**src/rtl/cdnw_pkg.sv**
```systemverilog
// ----------------------------------------------------------------------------
// cdnw_pkg
// Shared constants and small helper functions for the Gregorian day number,
// weekday and week-of-month pipeline.
// ----------------------------------------------------------------------------
package cdnw_pkg;

    // Default year width and output field widths
    localparam int unsigned YEAR_BITS_DEF   = 12;
    localparam int unsigned MONTH_BITS      = 4;
    localparam int unsigned DAY_BITS        = 5;
    localparam int unsigned DAY_NUMBER_BITS = 20;
    localparam int unsigned WEEKDAY_BITS    = 3;
    localparam int unsigned WEEK_BITS       = 3;

    // Extra bits over the year width that the running day count needs (365 < 2**9)
    localparam int unsigned NUM_EXTRA_BITS  = 9;

    // Calendar constants
    localparam int unsigned BASE_YEAR       = 1980;
    localparam int unsigned DAYS_PER_YEAR   = 365;
    localparam int unsigned MONTHS_PER_YEAR = 12;
    localparam int unsigned FEBRUARY        = 2;
    localparam int unsigned DAYS_PER_WEEK   = 7;
    localparam int unsigned CENTURY         = 100;

    // Leap years among 1 .. BASE_YEAR-1
    localparam int unsigned BASE_LEAPS = (BASE_YEAR - 1) / 4 - (BASE_YEAR - 1) / 100
                                       + (BASE_YEAR - 1) / 400;

    // Exact y / 100 for any y below 2**16: (y * DIV100_MUL) >> DIV100_SHIFT
    localparam int unsigned DIV100_MUL   = 83887;
    localparam int unsigned DIV100_SHIFT = 23;
    localparam int unsigned MUL_BITS     = 17;

    // Weekday of day count zero: weekday(n) = (n + 1) mod 7
    localparam int unsigned WEEKDAY_SHIFT = 1;

    // Weekday reported for an invalid date (weekday of day count zero)
    localparam logic [WEEKDAY_BITS-1:0] INVALID_WEEKDAY = 3'd1;

    // Days in the year before the first of month m, 0 for a month out of range
    function automatic logic [8:0] days_before_month(input logic [MONTH_BITS-1:0] m);
        logic [8:0] res;
        begin
            case (m)
                4'd1:    res = 9'd0;
                4'd2:    res = 9'd31;
                4'd3:    res = 9'd59;
                4'd4:    res = 9'd90;
                4'd5:    res = 9'd120;
                4'd6:    res = 9'd151;
                4'd7:    res = 9'd181;
                4'd8:    res = 9'd212;
                4'd9:    res = 9'd243;
                4'd10:   res = 9'd273;
                4'd11:   res = 9'd304;
                4'd12:   res = 9'd334;
                default: res = 9'd0;
            endcase
            return res;
        end
    endfunction

    // Remainder modulo 7 of a 6-bit value by four compare-and-subtract steps
    function automatic logic [WEEKDAY_BITS-1:0] mod7_small(input logic [5:0] x);
        logic [5:0] r;
        begin
            r = x;
            if (r >= 6'd56) r = r - 6'd56;
            if (r >= 6'd28) r = r - 6'd28;
            if (r >= 6'd14) r = r - 6'd14;
            if (r >= 6'd7)  r = r - 6'd7;
            return r[WEEKDAY_BITS-1:0];
        end
    endfunction

    // Week of month for day d when day 1 is on weekday f: 1 for day zero, else
    // ceil((d + f) / 7), with x / 7 done as (x * 37) >> 8 for x below 56
    function automatic logic [WEEK_BITS-1:0] week_index(input logic [DAY_BITS-1:0] d,
                                                        input logic [WEEKDAY_BITS-1:0] f);
        logic [5:0]  x;
        logic [10:0] p;
        logic [WEEK_BITS-1:0] res;
        begin
            x = 6'(d) + 6'(f) + 6'(DAYS_PER_WEEK - 1);
            p = 11'(x) * 11'd37;
            if (d == '0)
                res = 3'd1;
            else
                res = p[10:8];
            return res;
        end
    endfunction

endpackage

```
**src/rtl/calendar_day_number_weekday.sv**
```systemverilog
// ----------------------------------------------------------------------------
// calendar_day_number_weekday
// Gregorian date to 1-based day number since 1980-01-01, weekday and week of
// the month, as a seven-stage pipeline.
// ----------------------------------------------------------------------------
// Usage: the block takes one date in every clock cycle and busy stays low.
// Each item's result shows on the result ports with done high for exactly one
// cycle, once the item has passed through every stage; the receiver takes it
// while done is high. Results leave in the order the items came in.
// The receiver cannot hold results off and need not: results leave at the
// rate items enter. The latency is set by the pipeline depth: one stage
// for the divide-by-100 reciprocal multiply, one for the leap count, one for
// the wide sum, one for the day offsets, two for the modulo-7 reduction and
// one for the week of the month. Years below 1980, months outside 1..12 and a
// day of zero give date_valid low, day_number zero and weekday 1.
// ----------------------------------------------------------------------------
module calendar_day_number_weekday #(
    parameter int unsigned YEAR_BITS = cdnw_pkg::YEAR_BITS_DEF
) (
    input  logic                                   clk,
    input  logic                                   rst_n,
    input  logic                                   start,
    output logic                                   busy,
    input  logic [YEAR_BITS-1:0]                   year,
    input  logic [cdnw_pkg::MONTH_BITS-1:0]        month,
    input  logic [cdnw_pkg::DAY_BITS-1:0]          day,
    output logic                                   done,
    output logic                                   date_valid,
    output logic [cdnw_pkg::DAY_NUMBER_BITS-1:0]   day_number,
    output logic [cdnw_pkg::WEEKDAY_BITS-1:0]      weekday,
    output logic [cdnw_pkg::WEEK_BITS-1:0]         week_of_month
);

    localparam int unsigned DN_BITS   = YEAR_BITS + cdnw_pkg::NUM_EXTRA_BITS;
    localparam int unsigned PROD_BITS = YEAR_BITS + cdnw_pkg::MUL_BITS;
    localparam int unsigned Q_BITS    = PROD_BITS - cdnw_pkg::DIV100_SHIFT;
    localparam int unsigned FOLD_BITS = DN_BITS + 1;
    localparam int unsigned GROUPS    = (FOLD_BITS + 2) / 3;
    localparam int unsigned R_BITS    = 7;

    localparam int unsigned MB = cdnw_pkg::MONTH_BITS;
    localparam int unsigned DB = cdnw_pkg::DAY_BITS;
    localparam int unsigned WB = cdnw_pkg::WEEKDAY_BITS;

    // Sum of the octal digits of a value: congruent to it modulo 7
    function automatic logic [5:0] fold_octal(input logic [FOLD_BITS-1:0] v);
        logic [GROUPS*3-1:0] pad;
        logic [5:0]          acc;
        begin
            pad = (GROUPS*3)'(v);
            acc = '0;
            for (int i = 0; i < GROUPS; i++)
            begin
                acc = acc + 6'(pad[3*i +: 3]);
            end
            return acc;
        end
    endfunction

    // ------------------------------------------------------------------------
    // Pipeline valid bits
    // ------------------------------------------------------------------------
    logic s1_vld_reg, s2_vld_reg, s3_vld_reg, s4_vld_reg;
    logic s5_vld_reg, s6_vld_reg, s7_vld_reg;

    // Stage 1: range checks, reciprocal multiply, year days
    logic [YEAR_BITS-1:0] s1_y_reg;
    logic [MB-1:0]        s1_m_reg;
    logic [DB-1:0]        s1_d_reg;
    logic                 s1_ymok_reg;
    logic [PROD_BITS-1:0] s1_prod_reg;
    logic [DN_BITS-1:0]   s1_t365_reg;
    logic [8:0]           s1_dbm_reg;
    logic                 s1_ymok_next;
    logic [YEAR_BITS-1:0] s1_t;
    logic [PROD_BITS-1:0] s1_prod_next;
    logic [DN_BITS-1:0]   s1_t365_next;

    // Stage 2: leap count and leap-day adjust
    logic [DB-1:0]        s2_d_reg;
    logic                 s2_ymok_reg;
    logic [DN_BITS-1:0]   s2_t365_reg;
    logic [8:0]           s2_dbm_reg;
    logic [YEAR_BITS-1:0] s2_leaps_reg;
    logic                 s2_adj_reg;
    logic [Q_BITS-1:0]    s2_q;
    logic [YEAR_BITS-1:0] s2_qy;
    logic [YEAR_BITS-1:0] s2_rem_full;
    logic [R_BITS-1:0]    s2_r;
    logic [YEAR_BITS-1:0] s2_qm1;
    logic [YEAR_BITS-1:0] s2_ym1;
    logic                 s2_leap;
    logic [YEAR_BITS-1:0] s2_leaps_next;
    logic                 s2_adj_next;

    // Stage 3: day number of day 1 of the month, minus one
    logic [DB-1:0]        s3_d_reg;
    logic                 s3_ymok_reg;
    logic [DN_BITS-1:0]   s3_base_reg;
    logic [DN_BITS-1:0]   s3_base_next;

    // Stage 4: day number and weekday offsets
    logic [DB-1:0]        s4_d_reg;
    logic                 s4_ymok_reg;
    logic                 s4_ok_reg;
    logic [DN_BITS-1:0]   s4_num_reg;
    logic [FOLD_BITS-1:0] s4_wn_reg;
    logic [FOLD_BITS-1:0] s4_fn_reg;

    // Stage 5: octal digit sums
    logic [DB-1:0]        s5_d_reg;
    logic                 s5_ymok_reg;
    logic                 s5_ok_reg;
    logic [DN_BITS-1:0]   s5_num_reg;
    logic [5:0]           s5_wsum_reg;
    logic [5:0]           s5_fsum_reg;

    // Stage 6: final weekdays
    logic [DB-1:0]        s6_d_reg;
    logic                 s6_ok_reg;
    logic [DN_BITS-1:0]   s6_num_reg;
    logic [WB-1:0]        s6_wd_reg;
    logic [WB-1:0]        s6_first_reg;
    logic [WB-1:0]        s6_wd_next;
    logic [WB-1:0]        s6_first_next;

    // Stage 7: result registers
    logic                                 s7_ok_reg;
    logic [cdnw_pkg::DAY_NUMBER_BITS-1:0] s7_num_reg;
    logic [WB-1:0]                        s7_wd_reg;
    logic [cdnw_pkg::WEEK_BITS-1:0]       s7_week_reg;

    // ------------------------------------------------------------------------
    // Stage 1 logic
    // ------------------------------------------------------------------------
    always_comb
    begin
        s1_ymok_next = (year >= YEAR_BITS'(cdnw_pkg::BASE_YEAR))
                     && (month >= MB'(1))
                     && (month <= MB'(cdnw_pkg::MONTHS_PER_YEAR));
        s1_t         = year - YEAR_BITS'(cdnw_pkg::BASE_YEAR);
        s1_prod_next = PROD_BITS'(year) * PROD_BITS'(cdnw_pkg::DIV100_MUL);
        s1_t365_next = DN_BITS'(s1_t) * DN_BITS'(cdnw_pkg::DAYS_PER_YEAR);
    end

    // ------------------------------------------------------------------------
    // Stage 2 logic: y / 100 from the product, leaps among 1 .. y-1
    // ------------------------------------------------------------------------
    always_comb
    begin
        s2_q          = s1_prod_reg[PROD_BITS-1 -: Q_BITS];
        s2_qy         = YEAR_BITS'(s2_q);
        s2_rem_full   = s1_y_reg - s2_qy * YEAR_BITS'(cdnw_pkg::CENTURY);
        s2_r          = s2_rem_full[R_BITS-1:0];
        s2_leap       = (s1_y_reg[1:0] == 2'd0) && ((s2_r != '0) || (s2_q[1:0] == 2'd0));
        // (y-1)/100 drops by one when y is a whole century
        s2_qm1        = s2_qy - YEAR_BITS'(s2_r == '0);
        s2_ym1        = s1_y_reg - YEAR_BITS'(1);
        s2_leaps_next = (s2_ym1 >> 2) - s2_qm1 + (s2_qm1 >> 2);
        s2_adj_next   = s2_leap && (s1_m_reg > MB'(cdnw_pkg::FEBRUARY));
    end

    // ------------------------------------------------------------------------
    // Stage 3 logic: sum the year, leap and month offsets
    // ------------------------------------------------------------------------
    always_comb
    begin
        s3_base_next = s2_t365_reg + DN_BITS'(s2_leaps_reg)
                     - DN_BITS'(cdnw_pkg::BASE_LEAPS)
                     + DN_BITS'(s2_dbm_reg) + DN_BITS'(s2_adj_reg);
    end

    // ------------------------------------------------------------------------
    // Stage 6 logic: reduce the digit sums and apply invalid-date weekdays
    // ------------------------------------------------------------------------
    always_comb
    begin
        s6_wd_next    = s5_ok_reg ? cdnw_pkg::mod7_small(s5_wsum_reg)
                                  : cdnw_pkg::INVALID_WEEKDAY;
        s6_first_next = s5_ymok_reg ? cdnw_pkg::mod7_small(s5_fsum_reg)
                                    : cdnw_pkg::INVALID_WEEKDAY;
    end

    // ------------------------------------------------------------------------
    // Valid bits: advance one stage a cycle
    // ------------------------------------------------------------------------
    always_ff @(posedge clk or negedge rst_n)
    begin
        if (!rst_n)
        begin
            s1_vld_reg <= 1'b0;
            s2_vld_reg <= 1'b0;
            s3_vld_reg <= 1'b0;
            s4_vld_reg <= 1'b0;
            s5_vld_reg <= 1'b0;
            s6_vld_reg <= 1'b0;
            s7_vld_reg <= 1'b0;
        end
        else
        begin
            s1_vld_reg <= start && !busy;
            s2_vld_reg <= s1_vld_reg;
            s3_vld_reg <= s2_vld_reg;
            s4_vld_reg <= s3_vld_reg;
            s5_vld_reg <= s4_vld_reg;
            s6_vld_reg <= s5_vld_reg;
            s7_vld_reg <= s6_vld_reg;
        end
    end

    // ------------------------------------------------------------------------
    // Payload registers: load each stage behind its valid bit
    // ------------------------------------------------------------------------
    always_ff @(posedge clk)
    begin
        if (start && !busy)
        begin
            s1_y_reg    <= year;
            s1_m_reg    <= month;
            s1_d_reg    <= day;
            s1_ymok_reg <= s1_ymok_next;
            s1_prod_reg <= s1_prod_next;
            s1_t365_reg <= s1_t365_next;
            s1_dbm_reg  <= cdnw_pkg::days_before_month(month);
        end
        if (s1_vld_reg)
        begin
            s2_d_reg     <= s1_d_reg;
            s2_ymok_reg  <= s1_ymok_reg;
            s2_t365_reg  <= s1_t365_reg;
            s2_dbm_reg   <= s1_dbm_reg;
            s2_leaps_reg <= s2_leaps_next;
            s2_adj_reg   <= s2_adj_next;
        end
        if (s2_vld_reg)
        begin
            s3_d_reg    <= s2_d_reg;
            s3_ymok_reg <= s2_ymok_reg;
            s3_base_reg <= s3_base_next;
        end
        if (s3_vld_reg)
        begin
            s4_d_reg    <= s3_d_reg;
            s4_ymok_reg <= s3_ymok_reg;
            s4_ok_reg   <= s3_ymok_reg && (s3_d_reg != '0);
            s4_num_reg  <= s3_base_reg + DN_BITS'(s3_d_reg);
            s4_wn_reg   <= FOLD_BITS'(s3_base_reg) + FOLD_BITS'(s3_d_reg)
                         + FOLD_BITS'(cdnw_pkg::WEEKDAY_SHIFT);
            s4_fn_reg   <= FOLD_BITS'(s3_base_reg) + FOLD_BITS'(1)
                         + FOLD_BITS'(cdnw_pkg::WEEKDAY_SHIFT);
        end
        if (s4_vld_reg)
        begin
            s5_d_reg    <= s4_d_reg;
            s5_ymok_reg <= s4_ymok_reg;
            s5_ok_reg   <= s4_ok_reg;
            s5_num_reg  <= s4_num_reg;
            s5_wsum_reg <= fold_octal(s4_wn_reg);
            s5_fsum_reg <= fold_octal(s4_fn_reg);
        end
        if (s5_vld_reg)
        begin
            s6_d_reg     <= s5_d_reg;
            s6_ok_reg    <= s5_ok_reg;
            s6_num_reg   <= s5_num_reg;
            s6_wd_reg    <= s6_wd_next;
            s6_first_reg <= s6_first_next;
        end
        if (s6_vld_reg)
        begin
            s7_ok_reg   <= s6_ok_reg;
            s7_num_reg  <= s6_ok_reg ? s6_num_reg[cdnw_pkg::DAY_NUMBER_BITS-1:0] : '0;
            s7_wd_reg   <= s6_wd_reg;
            s7_week_reg <= cdnw_pkg::week_index(s6_d_reg, s6_first_reg);
        end
    end

    // ------------------------------------------------------------------------
    // Drive the ports: one item enters every cycle
    // ------------------------------------------------------------------------
    assign busy          = 1'b0;
    assign done          = s7_vld_reg;
    assign date_valid    = s7_ok_reg;
    assign day_number    = s7_num_reg;
    assign weekday       = s7_wd_reg;
    assign week_of_month = s7_week_reg;

endmodule

```
**config.mk**
```make
export PLATFORM = sky130hd
export DESIGN_NAME = calendar_day_number_weekday
export DESIGN_NICKNAME = d
export VERILOG_FILES = /design/src/rtl/cdnw_pkg.sv /design/src/rtl/calendar_day_number_weekday.sv
export SDC_FILE = /design/constraint.sdc
export NUM_CORES = 1
export LEC_CHECK = 0
export BUFFER_PORTS_ARGS = -buffer_cell sky130_fd_sc_hd__buf_2
export CAP_MARGIN = 20
export CELL_PAD_IN_SITES_DETAIL_PLACEMENT = 0
export CELL_PAD_IN_SITES_GLOBAL_PLACEMENT = 1
export CORE_MARGIN = 4
export CORE_UTILIZATION = 48
export CTS_CLUSTER_SIZE = 30
export DETAILED_ROUTE_END_ITERATION = 10
export PLACE_DENSITY = 0.75
export SLEW_MARGIN = 15
export SYNTH_ARGS = -nofsm -noshare
export SYNTH_HDL_FRONTEND = slang
export SYNTH_SLANG_ARGS = --single-unit
```
**constraint.sdc**
```tcl
create_clock -name clk -period 4.89 [get_ports clk]
set_clock_uncertainty 0.05 [all_clocks]
set_input_delay 0 -clock clk [delete_from_list [all_inputs] [get_ports clk]]
set_output_delay 0 -clock clk [all_outputs]
set_load 0.05 [all_outputs]
```
# Yosys cells after proc, flatten, opt, wreduce, memory -nomap -nowiden
# Memories as Yosys holds them, arrays and structs flattened. A register that Yosys moved wholly into a read port is not among the register bits.
# Cells that the tools add are included.
[word_totals]
ff_bits = 324
rom_bits = 144
out_inout_bits = 29
mem_count = 1
[memory_table]
columns = ["memory", "depth", "width", "rd", "rd_ports_with_merged_regs", "wr", "line", "text"]
rows = [
  ["(no name shown)", 16, 9, 1, 1, 0, "cdnw_pkg.sv:46", "case (m)"],
]
[op_classes]
addsub = 39
multipliers = 4
n_lt_le_gt_ge = 12
n_mux = 8
reduce_logical = 12
[op_table]
columns = ["cell", "count"]
rows = [
  ["22-bit by 1-bit adder with 22-bit output (second input constant)", 2],
  ["6-bit by 3-bit adder with 6-bit output", 6],
  ["6-bit 2-to-1 mux", 6],
  ["12-bit by 17-bit multiplier with 29-bit output (second input constant)", 1],
  ["21-bit by 1-bit adder with 22-bit output (second input constant)", 1],
  ["21-bit by 5-bit adder with 22-bit output", 1],
  ["21-bit by 1-bit adder with 21-bit output", 1],
  ["21-bit by 12-bit adder with 21-bit output", 1],
  ["21-bit by 9-bit adder with 21-bit output", 1],
  ["12-bit by 9-bit multiplier with 21-bit output (second input constant)", 1],
  ["21-bit by 9-bit subtractor with 21-bit output (second input constant)", 1],
  ["20-bit by 5-bit adder with 20-bit output", 1],
  ["5-bit by 3-bit adder with 6-bit output", 3],
  ["12-bit by 10-bit adder with 12-bit output", 1],
  ["6-bit by 1-bit adder with 6-bit output", 2],
  ["12-bit by 11-bit >= comparator with 1-bit output (second input constant)", 1],
  ["6-bit by 3-bit >= comparator with 1-bit output (second input constant)", 2],
  ["6-bit by 4-bit >= comparator with 1-bit output (second input constant)", 2],
  ["6-bit by 5-bit >= comparator with 1-bit output (second input constant)", 2],
  ["6-bit >= comparator (second input constant)", 2],
  ["11-bit by 7-bit subtractor with 12-bit output", 1],
  ["12-bit by 1-bit subtractor with 12-bit output (second input constant)", 1],
  ["12-bit by 11-bit subtractor with 12-bit output (second input constant)", 1],
  ["6-bit by 4-bit subtractor with 6-bit output (second input constant)", 2],
  ["21 further kinds", 32],
]

# Logic depth before layout (Yosys ltp)
# Gate-level depths: netlist of the first run.
[depth]
depth_word = 8
ltp_mapped = 23
mapped_depth_nobuf = 23

# Least setup slack after synthesis of the first run
# OpenSTA, ideal clock, no wires.
[synth_path]
kind = "register to register"
start = "reg s1_prod_reg[23]"
end = "reg s2_leaps_reg[11], data pin"
setup_ps = 266
arrival_time_ps = 4586
path_slack_ps = -12
stages_incl_launch_ff = 23
period_less_slack_ps = 4902
path_cell_list = "edfxtp_1 inv_1 ha_1 xnor2_1 xnor2_1 xnor2_1 a21boi_0 nor4_1 ha_1 and3_1 xor2_1 inv_1 fa_1 inv_1 ha_1 a21o_1 a21oi_1 o21ai_0 a21oi_1 o21ai_0 a41o_1 o41ai_1 xnor2_1"
[synth_between]
elab_chain_len = 6
[synth_lines]
columns = ["item", "line", "text"]
rows = [
  ["start: declaration", "calendar_day_number_weekday.sv:71", "logic [PROD_BITS-1:0] s1_prod_reg;"],
  ["start signal: assignment", "calendar_day_number_weekday.sv:222", "s1_prod_reg <= s1_prod_next;"],
  ["6-bit by 5-bit multiplier with 5-bit output", "calendar_day_number_weekday.sv:153", "s2_rem_full = s1_y_reg - s2_qy * YEAR_BITS'(cdnw_pkg::CENTURY);"],
  ["7-bit subtractor", "calendar_day_number_weekday.sv:153", ""],
  ["7-bit zero test", "calendar_day_number_weekday.sv:157", "s2_qm1 = s2_qy - YEAR_BITS'(s2_r == '0);"],
  ["6-bit by 1-bit subtractor with 7-bit output *", "calendar_day_number_weekday.sv:157", ""],
  ["11-bit by 7-bit subtractor with 12-bit output", "calendar_day_number_weekday.sv:159", "s2_leaps_next = (s2_ym1 >> 2) - s2_qm1 + (s2_qm1 >> 2);"],
  ["12-bit by 10-bit adder with 12-bit output *", "calendar_day_number_weekday.sv:159", ""],
  ["via s2_leaps_next[11]", "calendar_day_number_weekday.sv:93", "logic [YEAR_BITS-1:0] s2_leaps_next;"],
  ["end signal: assignment", "calendar_day_number_weekday.sv:232", "s2_leaps_reg <= s2_leaps_next;"],
  ["end: declaration", "calendar_day_number_weekday.sv:84", "logic [YEAR_BITS-1:0] s2_leaps_reg;"],
]
# Mark *: on every way through the listed nets, which the timed path passes. The rest lies on a longest branch.
# A chain may end at the register's enable or synchronous reset.

# Final worst setup path of the first run
[layout_path]
start = "in year[11]"
end = "reg s1_prod_reg[28], data pin"
[layout_between]
elab_chain_len = 1
[layout_lines]
columns = ["item", "line", "text"]
rows = [
  ["start: declaration", "calendar_day_number_weekday.sv:24", "input logic [YEAR_BITS-1:0] year,"],
  ["12-bit by 17-bit multiplier with 29-bit output", "calendar_day_number_weekday.sv:142", "s1_prod_next = PROD_BITS'(year) * PROD_BITS'(cdnw_pkg::DIV100_MUL);"],
  ["via s1_prod_next[28]", "calendar_day_number_weekday.sv:76", "logic [PROD_BITS-1:0] s1_prod_next;"],
]
# The timed path passes the listed nets, and every way through them passes these cells.

==> summary.txt, run 1 <==
Status
  • Status: complete, no violations

Cells and area
  • Share of cells above drive strength 1: 0.1516
  • P&R area growth vs syn: 16.45%
  • Filler Cell Count: 3,583
  • Final Net Count: 2,326
  • N_diodes: 0

Setup path
  • R2R cell count: 21
  • Crit path to: s1_prod_reg[28]
  • Worst setup SP type: primary input
  • RR Startpoint: s1_prod_reg[23]
  • Critical path fanouts, max: 5
  • Crit path kind: in -> reg
  • Setup crit start: year[11]
  • CP Data Required Time: 5.10 ns
  • CP arrival: 4.91 ns
  • R2R setup slack: 0.20 ns
  • Critical Path Sink Type: flip-flop
  • Terminus of the critical flop-to-flop path: s2_leaps_reg[11]

Synth
  • Syn nets: 2,119
  • EDFF count, synth: 301
  • Post-synthesis xor/xnor area fraction: 0.05764
  • Synth cell types: 69
  • Most used DFF post-synth: edfxtp_1
  • Main combinational cell family by area after synthesis: adder cells
  • Post-synth top area share: 0.4342
  • Synth Area per Inst: 12.33 µm²
  • Seq cells post-synth: 308
  • Post-synthesis sequential area ratio: 0.4426
  • Post-Synth Simple-Gate Area: 0.07027
  • Adder-cell share of the synthesized area: 0.2998
  • Complex-gate fraction of the synthesized area: 0.05686
  • Syn Inst Count: 1,688
  • Share of synthesized registers carrying an async set or reset: 0.02273
  • Synth top area cells: edfxtp_1 (43%), ha_1 (15%), fa_1 (15%), inv_1 (6.0%), xnor2_1 (3.7%)
  • Mux share of post-synthesis cell area: 0.008175
  • Yosys top cell by area: edfxtp_1
  • Ys Warns: 0
  • Post-Syn Area: 20,820 µm²

Timing
  • Worst slew margin: 0.3229
  • Fmax: 212.9 MHz
  • Unrepaired setup endpoints after global routing: true
  • Slew @ Worst Pin: 1.016 ns
  • Hold Slack: 0.09834 ns
  • Fin. Hold Viols: 0
  • Final setup margin: 0.1929 ns
  • # setup viols final: 0
  • Crit path time final: 4.697 ns
  • Slew Viols, Final: 0
  • Final period utilization: 0.9605

CTS
  • H-Tree Depth: 2
  • Clk root buf: clkbuf_16
  • CTS buffer count: 34
  • Worst skew pair latency: 0.52 ns
  • Clock buffer depth: 3
  • Clock-pin slew on the worst setup and hold paths: 0.06 ns
  • TritonCTS clock tree: yes
  • TritonCTS Sinks: 308

Route
  • WL/cell: 15.32 µm
  • Number of vias per cell: 4.935
  • DRT iter0 DRCs: 582
  • Total Routed Length: 38,370 µm
  • Antenna-violating nets left: 0
  • Total number of vias: 12,362
  • Residual DRC: 0
  • Number of detailed-route iterations in the first pass: 5

Power
  • Pleak: 10.84 nW
  • Maximum vdd ir drop: 469.4 µV
  • Total Power: 17.93 mW
  • Pwr Density: 739.7 nW/µm²

GRT
  • Grt met2 use: 0.2933
  • Grt total ovfl: 0
  • Initial antenna violation count: 0
  • Largest net degree at the start of global routing: 73
  • Met1 usage: 0.2192
  • Vias in the first global route: 12,829
  • First-pass GRT wire length: 63,880 µm
  • Total global-route track usage: 0.1684
  • Grt peak-use layer: met2
  • Met3 GRT Util: 0.02482

Placement
  • Pre-CTS WS: -0.2877 ns
  • DP Wirelength: 30,320 µm
  • PortBufs: 51
  • GP Congestion: 0.8870

Die
  • Die Y: 216.2 µm
  • Die area: 46,760 µm²
  • Chip Width: 216.2 µm
  • Core Area: 42,980 µm²
  • Num rows: 76
  • Boundary pin count: 53
  • Initial Util: 0.4843

Worst hold path
  • Tightest Hold Check Type: in -> reg
  • Worst Hold Path Cells: 2

Flow run
  • Max cap viols: 0
cells in the final DEF, fill, tap and decap left out, types with 14 or more instances in the layout:
cell,instances
ha_1,243
xnor2_1,83
a21oi_1,44
xor2_1,45
nor3_1,19
fa_1,152
nand4_1,15
a21o_1,25
nand2_1,59
edfxtp_1,301
buf_4,120
buf_2,50
inv_1,328
dlygate4sd3_1,23
nor2_1,76
o21ai_0,14
clkbuf_16,35
nor2b_1,15
and2_1,27
nand3_1,27
power breakdown:
part | internal, mW | switching, mW | total, mW
Combinational | 5.13 | 5.44 | 10.6
Sequential | 4.36 | 0.561 | 4.93
Clock | 1.43 | 1.01 | 2.44
worst min-delay path by stage:
stage | start | end
after detailed placement | rst_n | done
after global routing | start | s1_vld_reg
final | start | s1_vld_reg
after CTS | start | s1_vld_reg
after floorplan | rst_n | done
after global placement | rst_n | done
critical path: stages:
cell           delay [ns]
buf_2                0.09
dlygate4sd3_1        0.56
buf_6                0.12
ha_2                 0.17
inv_1                0.05
fa_1                 0.50
inv_1                0.06
fa_1                 0.52
inv_1                0.05
fa_1                 0.47
fa_1                 0.54
inv_1                0.04
ha_1                 0.30
a21oi_1              0.18
a2bb2oi_1            0.31
a31oi_4              0.13
o21ai_1              0.17
and4_1               0.23
o31a_1               0.18
o21bai_1             0.10
xnor2_1              0.12
cell families (layout without fill, tap and decap cells):
kind of cell,count (synthesis),count (layout)
adders and majority gates,407,407
buffers and inverters,354,586
DFF,308,308
and+or+nand+nor,291,291
AOI/OAI and AO/OA,175,175
xor gates and xnor gates,137,137
muxes,15,15
other,1,1
cells in the mapped netlist, drive strengths merged, types with 6 or more instances:
cell type    n
inv        330
edfxtp     301
ha         254
fa         153
xnor2       88
nor2        77
nand2       59
xor2        49
a21oi       47
and2        28
nand3       27
a21o        26
o21ai       23
nor3        22
clkbuf      20
nand4       15
nor2b       15
a211oi      10
nand2b       9
o21a         9
a21boi       8
and3         8
mux2i        8
a31oi        7
dfrtp        7
o211ai       7
or2          7
mux2         6
o21bai       6
layer usage:
| metal | vias to the layer above | wire, µm |
|---|---|---|
| li1 | 6140 | - |
| met1 | 6001 | 16920 |
| met2 | 165 | 19050 |
| met3 | 56 | 1248 |
| met4 | 0 | 1141 |
| met5 | - | 0 |
final cells by class:
cell class | instances | area [µm²] | area share
flip-flops and latches | 308 | 9216 | 0.3802
inverters | 330 | 1239 | 0.05110
repair buffers | 195 | 1404 | 0.05791
well taps | 585 | 732.0 | 0.03020
clock buffers | 40 | 894.6 | 0.03691
clock inverters | 21 | 187.7 | 0.007742
multi-input cells | 1026 | 10570 | 0.4359
metrics by stage:
step	util	std cells	setup TNS (ns)	instance area, µm²
floorplan	-	1688	0	20820
global placement	0.5242	2410	-0.4941	22530
detailed placement	0.5242	2410	-1.435	22530
CTS	0.5566	2500	0	23920
global route	0.5640	2505	-0.1594	24240
finish	0.5640	2505	0	24240
what timing repair did:
action                                  4_1_cts  5_1_grt
endpoints found under the setup margin        4       12
hold buffers                                 23        0
resized for setup                            12       54
pin swaps                                     8       34
setup buffers                                 6        5
endpoints found under the hold margin        38        0
(Power assumes the default switching activity.)
==> inputs of run 2 (changes only) <==
Settings changed: RECOVER_POWER set to 50.
==> run 2 against run 1 <==
Effect of this change:
- the flow now finishes with violations (max-capacitance violations, max-slew violations)
- fmax about the same
- sequential cell count stayed put
- total power about the same
- worst setup slack improved by 0.0041 ns
- global-route usage is the same
- first-iteration DRC count is 6.2% lower
- critical endpoint unchanged
==> summary.txt, run 2 (synthesis gave the netlist of run 1 again) <==
Setup path
  • R2R setup slack: 0.20 ns (about the same)
  • Critical Path Sink Type: flip-flop (unchanged)
  • Crit path to: s1_prod_reg[28] (unchanged)
  • CP arrival: 4.90 ns (was 4.91 ns)
  • Critical path fanouts, max: 5 (unchanged)
  • Crit path kind: in -> reg (unchanged)
  • Terminus of the critical flop-to-flop path: s2_leaps_reg[11] (unchanged)
  • CP Data Required Time: 5.10 ns (about the same)
  • Setup crit start: year[11] (unchanged)
  • RR Startpoint: s1_prod_reg[23] (unchanged)
  • Worst setup SP type: primary input (unchanged)
  • R2R cell count: 21 (unchanged)

CTS
  • TritonCTS Sinks: 308 (unchanged)
  • Worst skew pair latency: 0.52 ns (about the same)
  • TritonCTS clock tree: yes (unchanged)
  • Clock-pin slew on the worst setup and hold paths: 0.06 ns (about the same)
  • H-Tree Depth: 2 (unchanged)
  • Clk root buf: clkbuf_16 (unchanged)
  • Clock buffer depth: 3 (unchanged)
  • CTS buffer count: 34 (unchanged)

Flow run
  • Max cap viols: 3 (was 0)

Cells and area
  • Commonest non-fill, non-tap cell in the layout: inv_1 (unchanged)
  • Most frequent cells in the layout: inv_1 (328), edfxtp_1 (301), ha_1 (243), fa_1 (152), buf_4 (113) (was inv_1 (328), edfxtp_1 (301), ha_1 (243), fa_1 (152), buf_4 (120))
  • N_diodes: 0 (unchanged)
  • P&R area growth vs syn: 16.11% (was 16.45%)
  • Final core utilization: 0.5623 (was 0.5640)
  • Share of cells above drive strength 1: 0.1292 (was 0.1516)
  • Final Net Count: 2,326 (unchanged)
  • Filler Cell Count: 3,612 (was 3,583)

Timing
  • Slew Viols, Final: 138 (was 0)
  • Crit path time final: 4.693 ns (was 4.697 ns)
  • Final setup margin: 0.1971 ns (was 0.1929 ns)
  • Slew @ Worst Pin: 3.285 ns (was 1.016 ns)
  • Final period utilization: 0.9597 (was 0.9605)
  • Hold Slack: 0.1503 ns (was 0.09834 ns)
  • Fmax: 213.1 MHz (was 212.9 MHz)
  • # setup viols final: 0 (unchanged)
  • Worst slew margin: -1.190 (was 0.3229)
  • Unrepaired setup endpoints after global routing: true (unchanged)
  • Fin. Hold Viols: 0 (unchanged)

GRT
  • Initial antenna violation count: 0 (unchanged)
  • First-pass GRT wire length: 63,880 µm (unchanged)
  • Total global-route track usage: 0.1684 (unchanged)
  • Vias in the first global route: 12,829 (unchanged)
  • Grt total ovfl: 0 (unchanged)
  • Largest net degree at the start of global routing: 73 (unchanged)

Route
  • Residual DRC: 0 (unchanged)
  • Number of detailed-route iterations in the first pass: 5 (unchanged)
  • Total Routed Length: 38,350 µm (was 38,370 µm)
  • WL/cell: 15.31 µm (was 15.32 µm)
  • Total number of vias: 12,393 (was 12,362)
  • DRT iter0 DRCs: 546 (was 582)
  • Antenna-violating nets left: 0 (unchanged)
  • Number of vias per cell: 4.947 (was 4.935)

Power
  • Total Power: 17.92 mW (was 17.93 mW)
  • Pleak: 10.70 nW (was 10.84 nW)
  • Maximum vdd ir drop: 468.6 µV (was 469.4 µV)
  • Pwr Density: 741.5 nW/µm² (was 739.7 nW/µm²)

Die
  • Boundary pin count: 53 (unchanged)
  • Die area: 46,760 µm² (unchanged)
  • Core Area: 42,980 µm² (unchanged)
  • Num rows: 76 (unchanged)
  • Chip Width: 216.2 µm (unchanged)
  • Die Y: 216.2 µm (unchanged)
  • Initial Util: 0.4843 (unchanged)

Placement
  • PortBufs: 51 (unchanged)
  • DP Wirelength: 30,320 µm (unchanged)
  • Pre-CTS WS: -0.2877 ns (unchanged)
  • GP Congestion: 0.8870 (unchanged)

Worst hold path
  • Worst Hold Path Cells: 2 (unchanged)
  • Hold path start: day[3] (was start)
  • Tightest Hold Check Type: in -> reg (unchanged)

Status
  • Failing checks: max-capacitance violations, max-slew violations
  • Status: finished, violations left (was complete, no violations)
-- run 2: cell count changes in the layout (fill, tap and decap cells not counted), sizes merged --
cell | before | now
buf | 172 | 129
clkbuf | 40 | 83
-- run 2: stage by stage --
step,instances,cell area (µm²),TNS [ns]
3_5_place_dp,2410,22530,-1.435
6_report,2505,24170,0
2_1_floorplan,1688,20820,0
5_1_grt,2505,24170,-0.1767
3_3_place_gp,2410,22530,-0.4941
4_1_cts,2500,23920,0
-- run 2: where the power goes --
group	switching (mW)	internal, mW	leakage (nW)
Sequential	0.562	4.37	3.03
Clock	1.01	1.43	0.538
Combinational	5.44	5.11	7.13
-- run 2: worst min path at each step --
stage	end	slack, ns
3_3_place_gp	done	-0.21
2_1_floorplan	done	-0.35
3_5_place_dp	done	-0.21
4_1_cts	s1_vld_reg	0.06
5_1_grt	s1_d_reg[3]	0.13
6_report	s1_d_reg[3]	0.15
-- run 2: metal layers --
layer	part of all wire	wire (µm)	global-route usage	vias to the layer above
met5	0	0	0	-
met4	0.031	1174	0.05249	0
met3	0.034	1308	0.02482	60
met2	0.49	18970	0.2933	189
met1	0.44	16890	0.2192	5999
li1	-	-	-	6145
-- run 2: layout make-up --
cell class | count | area (µm²) | area share
Clock buffer | 40 | 894.6 | 0.03701
Clock inverter | 21 | 187.7 | 0.007765
Inverter | 330 | 1239 | 0.05125
Multi-Input combinational cell | 1026 | 10570 | 0.4372
Sequential cell | 308 | 9216 | 0.3813
Tap cell | 585 | 732.0 | 0.03028
Timing Repair Buffer | 195 | 1333 | 0.05513
-- run 2: worst max-delay path, cell delays in order --
cell and delay [ns]:
buf_2 0.09, dlygate4sd3_1 0.56, buf_6 0.12, ha_2 0.17
inv_1 0.05, fa_1 0.50, inv_1 0.06, fa_1 0.52
inv_1 0.05, fa_1 0.47, fa_1 0.54, inv_1 0.04
ha_1 0.29, nand4_1 0.11, or2_4 0.28, a31oi_4 0.19
o21ai_1 0.10, and4_1 0.20, o31a_1 0.31, o21bai_1 0.17
xnor2_1 0.07
-- run 2: what timing repair did --
action	CTS	global route
pin swaps	8	34
hold buffers	23	0
endpoints found under the setup margin	4	12
hold endpoints to repair	38	0
buffers inserted	6	5
resized for setup	12	54
==> inputs of run 3 (changes only) <==
Settings changed: CORE_UTILIZATION 48 to 57, CTS_CLUSTER_SIZE 30 to unset, PLACE_DENSITY 0.75 to 0.84.
Clock period 4.89 ns to 5.8 ns, I/O delays scaled along.
==> run 3 against run 2 <==
Effect of this change:
- the run still ends with max-capacitance violations, max-slew violations left
- clock power is 20% lower
- hold slack lost 0.037 ns
- critical path depth unchanged
- count of clock-buffer cells in the layout down 2
- wire length decreased by 7.3%
- combinational power shrank 23%
- highest routed layer unchanged
- sequential cell count stayed put
- global-route usage increased by 2.0 points
- via count fell by 3.9%
- sequential share of layout area is 2.3 points higher
==> summary.txt, run 3 (synthesis gave the netlist of run 1 again) <==
Status
  • Status: finished, violations left (unchanged)
  • Failing checks: max-capacitance violations, max-slew violations (unchanged)

Power
  • Maximum vdd ir drop: 395.1 µV (was 468.6 µV)
  • Pwr Density: 624.3 nW/µm² (was 741.5 nW/µm²)
  • Pleak: 10.06 nW (was 10.70 nW)

GRT
  • Grt total ovfl: 0 (unchanged)
  • Vias in the first global route: 12,163 (was 12,829)
  • First-pass GRT wire length: 60,190 µm (was 63,880 µm)
  • Initial antenna violation count: 0 (unchanged)
  • Largest net degree at the start of global routing: 67 (was 73)
  • Total global-route track usage: 0.1880 (was 0.1684)

Placement
  • GP Congestion: 0.8859 (was 0.8870)
  • DP Area: 21,590 µm² (was 22,530 µm²)
  • DP Wirelength: 28,270 µm (was 30,320 µm)
  • Pre-CTS WS: 0.3113 ns (was -0.2877 ns)
  • PortBufs: 51 (unchanged)

Cells and area
  • Share of cells above drive strength 1: 0.04947 (was 0.1292)
  • Most frequent cells in the layout: inv_1 (330), edfxtp_1 (301), ha_1 (254), fa_1 (153), xnor2_1 (88) (was inv_1 (328), edfxtp_1 (301), ha_1 (243), fa_1 (152), buf_4 (113))
  • Commonest non-fill, non-tap cell in the layout: inv_1 (unchanged)
  • Final Net Count: 2,207 (was 2,326)
  • Finished Cell Area: 22,770 µm² (was 24,170 µm²)
  • N_diodes: 0 (unchanged)
  • P&R area growth vs syn: 9.401% (was 16.11%)

Timing
  • Final period utilization: 0.9546
  • Crit path time final: 5.537 ns
  • Final setup margin: 0.2634 ns (was 0.1971 ns)
  • Slew @ Worst Pin: 3.169 ns (was 3.285 ns)
  • # setup viols final: 0 (unchanged)
  • Post-route setup TNS: 0 ns (unchanged)
  • Worst slew margin: -1.112 (was -1.190)
  • Fmax: 180.6 MHz
  • Slew Viols, Final: 150 (was 138)
  • Fin. Hold Viols: 0 (unchanged)
  • Unrepaired setup endpoints after global routing: false (was true)

Setup path
  • CP Data Required Time: 6.05 ns (was 5.10 ns)
  • Setup crit start: year[5] (was year[11])
  • CP arrival: 5.78 ns (was 4.90 ns)
  • Critical path fanouts, max: 8 (was 5)
  • Critical Path Sink Type: flip-flop (unchanged)
  • Crit path kind: in -> reg (unchanged)
  • Worst setup SP type: primary input (unchanged)
  • RR Startpoint: s1_prod_reg[24] (was s1_prod_reg[23])

Die
  • Die area: 39,640 µm² (was 46,760 µm²)
  • Initial Util: 0.5810 (was 0.4843)
  • Boundary pin count: 53 (unchanged)
  • Core Area: 35,830 µm² (was 42,980 µm²)
  • Die Y: 199.1 µm (was 216.2 µm)
  • Num rows: 69 (was 76)
  • Chip Width: 199.1 µm (was 216.2 µm)

Worst hold path
  • Tightest Hold Check Type: in -> reg (unchanged)
  • Hold path start: day[2] (was day[3])

CTS
  • TritonCTS Sinks: 308 (unchanged)
  • Clk root buf: clkbuf_16 (unchanged)
  • Worst skew pair latency: 0.55 ns (was 0.52 ns)
  • H-Tree Depth: 1 (was 2)
  • Clock buffer depth: 3 (unchanged)
  • Clock-pin slew on the worst setup and hold paths: 0.06 ns (about the same)
  • TritonCTS clock tree: yes (unchanged)
  • CTS buffer count: 29 (was 34)

Route
  • Top Metal Used: met4 (unchanged)
  • Total Routed Length: 35,570 µm (was 38,350 µm)
  • Post-Route M1 WL: 14,720 µm (was 16,890 µm)
  • Residual DRC: 0 (unchanged)
  • WL met2: 18,970 µm (about the same)
  • Total number of vias: 11,905 (was 12,393)
  • Number of detailed-route iterations in the first pass: 5 (unchanged)
  • DRT iter0 DRCs: 496 (was 546)
  • Antenna-violating nets left: 0 (unchanged)
  • Number of vias per cell: 5.268 (was 4.947)
  • Met3 wire length: 986 µm (was 1308 µm)
  • WL/cell: 15.74 µm (was 15.31 µm)

Flow run
  • Max cap viols: 3 (unchanged)
## run 3: changes by cell type in the layout (fill, tap and decap cells not counted), moves of 5 or more
cell	previous run	this run
ha_2	5	0
ha_1	243	254
o21ai_0	14	22
o21ai_1	6	0
xnor2_1	83	88
buf_4	113	2
and2_0	15	10
clkinv_2	9	3
clkbuf_16	35	29
ha_4	6	0
and2_1	12	18
## run 3: per-stage QoR
stage	hold WS (ns)	total power, mW	util	std cells
5_1_grt	0.1070	15.81	0.6356	2260
6_report	0.1131	14.22	0.6356	2260
4_1_cts	0.0006994	14.41	0.6369	2259
2_1_floorplan	-0.3456	10.51	-	1688
3_5_place_dp	-0.2003	12.37	0.6027	2182
3_3_place_gp	-0.2037	12.11	0.6027	2182
## run 3: critical path, cell delays in order
cell	delay, ns
dlygate4sd3_1	0.52
clkbuf_1	0.48
ha_1	0.32
a31oi_1	0.13
nor2_1	0.30
xnor2_1	0.25
buf_4	0.21
ha_1	0.29
fa_1	0.52
inv_1	0.07
fa_1	0.52
fa_1	0.55
inv_1	0.05
ha_1	0.35
nor3_1	0.22
nor2_1	0.07
a31o_2	0.26
a21o_1	0.18
a21oi_1	0.22
a21oi_1	0.11
xnor2_1	0.14
## run 3: layout make-up
| class | instances | area (µm²) |
|---|---|---|
| clock inverter | 16 | 207.7 |
| tap | 461 | 576.8 |
| timing repair buffer | 81 | 476.7 |
| fill | 2731 | 13060 |
| multi-input combinational | 1026 | 10270 |
| clock buffer | 38 | 789.5 |
| sequential | 308 | 9215 |
| inverter | 330 | 1239 |
## run 3: timing repair
action                     CTS  global route
buffers inserted             0             0
setup endpoints to repair    0             1
gates resized for setup      0             1
hold endpoints to repair    39             0
hold buffers                23             0
## run 3: worst paths after layout
check                           cells after the start  slack [ns]               end
worst max-delay path                               21        0.26   s1_t365_reg[20]
min in group asynchronous                           3        0.37        s6_vld_reg
worst max register to register                     21        0.51  s2_leaps_reg[10]
max in group asynchronous                           3        5.05        s1_vld_reg
worst min-delay path                                2        0.11       s1_d_reg[2]
worst min register to register                      0        0.37     s5_num_reg[0]
## run 3: metal layers
metal,GRT usage,up-vias
met2,0.3483,182
met1,0.2378,5788
met4,0.05015,0
met5,0,-
met3,0.01686,51
li1,-,5884
## run 3: power breakdown
| group | internal, mW | leakage (nW) | total (mW) | switching (mW) |
|---|---|---|---|---|
| clock | 1.15 | 0.480 | 1.94 | 0.792 |
| combinational | 3.72 | 6.55 | 8.12 | 4.39 |
| sequential | 3.68 | 3.03 | 4.16 | 0.481 |
| total | 8.55 | 10.1 | 14.2 | 5.67 |
